===== src/npc_pkg.sv =====
// Shared types, constants and the microcode program of the nearest palette color search.
// Used by npc_seq, nearest_palette_color_top and npc_checker.
package npc_pkg;

	localparam int          PC_W      = 2;
	localparam logic [17:0] INIT_DIST = 18'd198147;   // 3 * 257 * 257
	localparam logic        REQ_WRITE = 1'b0;
	localparam logic        REQ_QUERY = 1'b1;

	// jump conditions: jump to target when true, else fall through to pc + 1
	localparam logic [1:0] JC_NEVER       = 2'd0;
	localparam logic [1:0] JC_NO_QUERY    = 2'd1;
	localparam logic [1:0] JC_SCAN_MORE   = 2'd2;
	localparam logic [1:0] JC_OUT_BLOCKED = 2'd3;

	// program steps
	localparam logic [PC_W-1:0] PC_WAIT  = 2'd0;
	localparam logic [PC_W-1:0] PC_SCAN  = 2'd1;
	localparam logic [PC_W-1:0] PC_DRAIN = 2'd2;
	localparam logic [PC_W-1:0] PC_EMIT  = 2'd3;

	typedef struct packed {
		logic            in_ready;
		logic            scan_en;
		logic            emit_en;
		logic [1:0]      jcond;
		logic [PC_W-1:0] target;
	} ctrl_word_t;

	typedef struct packed {
		logic acc_query;
		logic scan_more;
		logic out_blocked;
	} seq_status_t;

	function automatic ctrl_word_t ucode(input logic [PC_W-1:0] pc);
		ctrl_word_t w;
		w = '0;
		unique case (pc)
			PC_WAIT: begin
				w.in_ready = 1'b1;
				w.jcond    = JC_NO_QUERY;
				w.target   = PC_WAIT;
			end
			PC_SCAN: begin
				w.scan_en = 1'b1;
				w.jcond   = JC_SCAN_MORE;
				w.target  = PC_SCAN;
			end
			PC_DRAIN: begin
				w.jcond  = JC_NEVER;
				w.target = PC_DRAIN;
			end
			PC_EMIT: begin
				// falls through to pc + 1, which wraps to the wait step
				w.emit_en = 1'b1;
				w.jcond   = JC_OUT_BLOCKED;
				w.target  = PC_EMIT;
			end
		endcase
		return w;
	endfunction

endpackage


===== src/npc_seq.sv =====
// Microcode sequencer: step counter, control ROM and conditional jumps.
// Depends on npc_pkg.
module npc_seq import npc_pkg::*; (
	input  logic        clk,
	input  logic        arst_n,
	input  seq_status_t status,
	output ctrl_word_t  ctrl
);

	logic [PC_W-1:0] pc_q;
	logic            taken;

	assign ctrl = ucode(pc_q);

	always_comb begin
		unique case (ctrl.jcond)
			JC_NEVER:       taken = 1'b0;
			JC_NO_QUERY:    taken = !status.acc_query;
			JC_SCAN_MORE:   taken = status.scan_more;
			JC_OUT_BLOCKED: taken = status.out_blocked;
			default:        taken = 1'b0;
		endcase
	end

	always_ff @(posedge clk or negedge arst_n) begin
		if (!arst_n) begin
			pc_q <= PC_WAIT;
		end else if (taken) begin
			pc_q <= ctrl.target;
		end else begin
			pc_q <= pc_q + PC_W'(1);
		end
	end

endmodule


===== config.mk =====
export PLATFORM = sky130hd
export DESIGN_NAME = npc_seq
export DESIGN_NICKNAME = d
export VERILOG_FILES = /design/src/npc_pkg.sv /design/src/npc_seq.sv
export SDC_FILE = /design/constraint.sdc
export NUM_CORES = 1
export LEC_CHECK = 0
export BUFFER_PORTS_ARGS = -buffer_cell sky130_fd_sc_hd__buf_4
export CAP_MARGIN = 10
export CELL_PAD_IN_SITES_DETAIL_PLACEMENT = 0
export CELL_PAD_IN_SITES_GLOBAL_PLACEMENT = 1
export CORE_AREA = 2 2 39 41
export CTS_CLUSTER_SIZE = 8
export DETAILED_ROUTE_END_ITERATION = 10
export DIE_AREA = 0 0 41 43
export PLACE_DENSITY = 0.48
export SKIP_LAST_GASP = 1
export SYNTH_ARGS = -nofsm -noshare
export SYNTH_HDL_FRONTEND = slang
export SYNTH_SLANG_ARGS = --single-unit

===== constraint.sdc =====
create_clock -name clk -period 1.4 [get_ports clk]
set_input_delay 0.14 -clock clk [delete_from_list [all_inputs] [get_ports clk]]
set_output_delay 0.14 -clock clk [all_outputs]
set_load 0.02 [all_outputs]

==> impl_metrics.tcl <==
set metrics [dict create \
    synth.largest_area_cell "ha_1" \
    viasPerCell 3.82 \
    syn-num-nets 35 \
    cpMostUsedCell "buf_6" \
    fillers 138 \
    vias 248 \
    arrival_ns 1.29 \
    synth_cells 24 \
    ys_ff_latch 2 \
    cts_root_buf "clkbuf_4" \
    syn_area_um2 224 \
    hp-class "in2async" \
    tritoncts "done" \
    drv_slew 0 \
    gp_congestion 0.737 \
    hold_violations 0 \
    n_antenna_cell 0 \
    relSlewSlack 0.905 \
    numClockSinks 2 \
    end_kind "output port" \
    dieHeight_um 43 \
    final_common_cell "buf_4" \
    power_uw 1530 \
    syn_avg_cell_area_um2 9.33 \
    drt_iter0_drc 2 \
    grt_max_degree 5 \
    multi_input_area_um2 219 \
    path_cells "ha_2, buf_6, or2_1, buf_6" \
    pwr-share-seq 0.080 \
    tightest_slew_ns 0.142 \
    htree_num_levels 1 \
    dp_hpwl_um 430 \
    path_class "reg2out" \
    swShare 0.435 \
    synth_cell_types 14 \
    fin_crit_sh 1.02 \
    layout.cells.non_filler 65 \
    slowest_stage "dfrtp_1" \
    setup_viol 4 \
    gr-total-overflow 0 \
    setup_ws_ns -0.0279 \
    post-place-ws_ns -0.0158 \
    port-buffer-count 11 \
    drtAntennaViolNets 0 \
    status "finished, violations left" \
    min_period_ns 1.43 \
    rsz0062_at_grt "yes" \
    max_stage_delay_ns 0.39 \
    drive_gt1_frac 0.755 \
    final_cell_mix "buf_4, buf_6, inv_2, clkbuf_4" \
    place_inst 56 \
    die_x_um 41 \
    cp_num_buf_inv 2 \
    intPower_uw 866 \
    seq_area_um2 50.0 \
    drc 0 \
    maxCapViolations 0 \
    final_core_util 0.379 \
    p_clk_frac 0.081 \
    yosysSeqAreaShare 0.223 \
    final_nets 62 \
    rows 14 \
    p_per_area_nw_per_um2 2930 \
    area_delta_synth_final_pct 134 \
    die_area_um2 1760 \
    path_clk_slew_ns 0.03 \
    holdWs_ns 0.240 \
    grt_pass1_wl_um 993 \
    p_leak_uw 0.000253 \
    wl_um 657 \
    synthTopCellsByArea "ha_1, dfrtp_1, nand2b_4" \
    cts_buffer_depth 2 \
    ios 12 \
    largest_reg_flops 2 \
    initial_utilization 0.162 \
    peakVddDrop_uv 1140 \
    fmaxAchievable_ghz 0.700 \
    critPathRequiredTime_ns 1.26 \
    grt_pass1_vias 239 \
    reg_top3 "pc_q: 2 flops" \
    power_frac_comb 0.840 \
    reg2regPathDepth 6 \
    wl_per_cell_um 10.1 \
    synth_top_area_share 0.335 \
    power_switching_uw 667 \
    largest_register "pc_q" \
    clock_latency_ns 0.22 \
    cp.depth 4 \
    fin_skew_ns 0.00216 \
    ys_warn_count 0 \
    critPathLaunchType "flop" \
    critPathTopFamily "flip-flops" \
    dr.pass1.iters 2 \
    cts_buffers 3 \
    track_usage 0.0853 \
    coreArea_um2 1380 \
    crit_fanout 3 \
    antenna_found_initial 0 \
    violations "setup timing" \
]
-- cells by family after synthesis --
family	Yosys count	synth area share
compound gates	3	0.0894
fa+ha+maj	6	0.335
buf+inv	4	0.0838
flops	2	0.223
mux	1	0.0503
simple gates	8	0.218
-- cell usage after synthesis --
library cell and count:
nor2_1 2, a31oi_1 1, nand2_1 2, nor2b_1 1, dfrtp_1 2, buf_4 1
mux2_1 1, nand3b_1 1, inv_1 3, o2bb2ai_1 1, or2_1 1, ha_1 6
nand2b_4 1, a21oi_1 1
-- worst register-to-register path, stage by stage, from the launching register on --
cell	delay, ns
dfrtp_1	0.40
inv_2	0.10
buf_6	0.10
ha_4	0.13
nand2b_4	0.06
a31oi_4	0.19
mux2_4	0.32
-- worst paths after layout --
kind | startpoint | end | slack, ns
worst max-delay path | pc_q[0]$_DFF_PN0_ | ctrl[1] | -0.03
worst min-delay path | arst_n | pc_q[1]$_DFF_PN0_ | 0.24
worst max register to register | pc_q[1]$_DFF_PN0_ | pc_q[0]$_DFF_PN0_ | -0.03
worst min register to register | pc_q[0]$_DFF_PN0_ | pc_q[0]$_DFF_PN0_ | 0.80
max in group asynchronous | arst_n | pc_q[0]$_DFF_PN0_ | 1.07
min in group clk | status[0] | pc_q[1]$_DFF_PN0_ | 0.26
-- stage by stage --
| stage | setup TNS (ns) | area (um2) |
|---|---|---|
| final | -0.0627 | 524 |
| after global placement | 0 | 372 |
| after detailed placement | -0.0158 | 372 |
| after CTS | -0.117 | 508 |
| after floorplan | -0.0280 | 231 |
| after global routing | -0.304 | 524 |
-- metal layers --
layer  global-route usage  share of wire
met3               0.0157          0.035
met5                    0              0
met2                0.141           0.57
met4               0.0400              0
met1               0.0997           0.39
-- layout make-up --
| class | count | area share |
|---|---|---|
| multi-input combinational | 18 | 0.418 |
| timing repair buffer | 23 | 0.384 |
| clock buffer | 3 | 0.0430 |
| inverter | 3 | 0.0215 |
| tap | 16 | 0.0382 |
| sequential | 2 | 0.0955 |
-- power by group through the flow --
stage | clock network, uW | registers, uW | logic, uW
after floorplan | 0 | 116 | 534
after global placement | 0 | 115 | 889
after detailed placement | 0 | 116 | 892
after CTS | 131 | 122 | 1220
after global routing | 135 | 126 | 1390
final | 124 | 122 | 1290
-- what timing repair did --
item / in CTS / in global routing
endpoints found under the hold margin: 2 / 0
endpoints found under the setup margin: 4 / 6
setup buffers: 4 / 1
pin swaps: 5 / 1
hold buffers: 1 / 0
cloned: 0 / 0
resized for setup: 16 / 3
No activity file was read; power rests on OpenSTA's default activity.
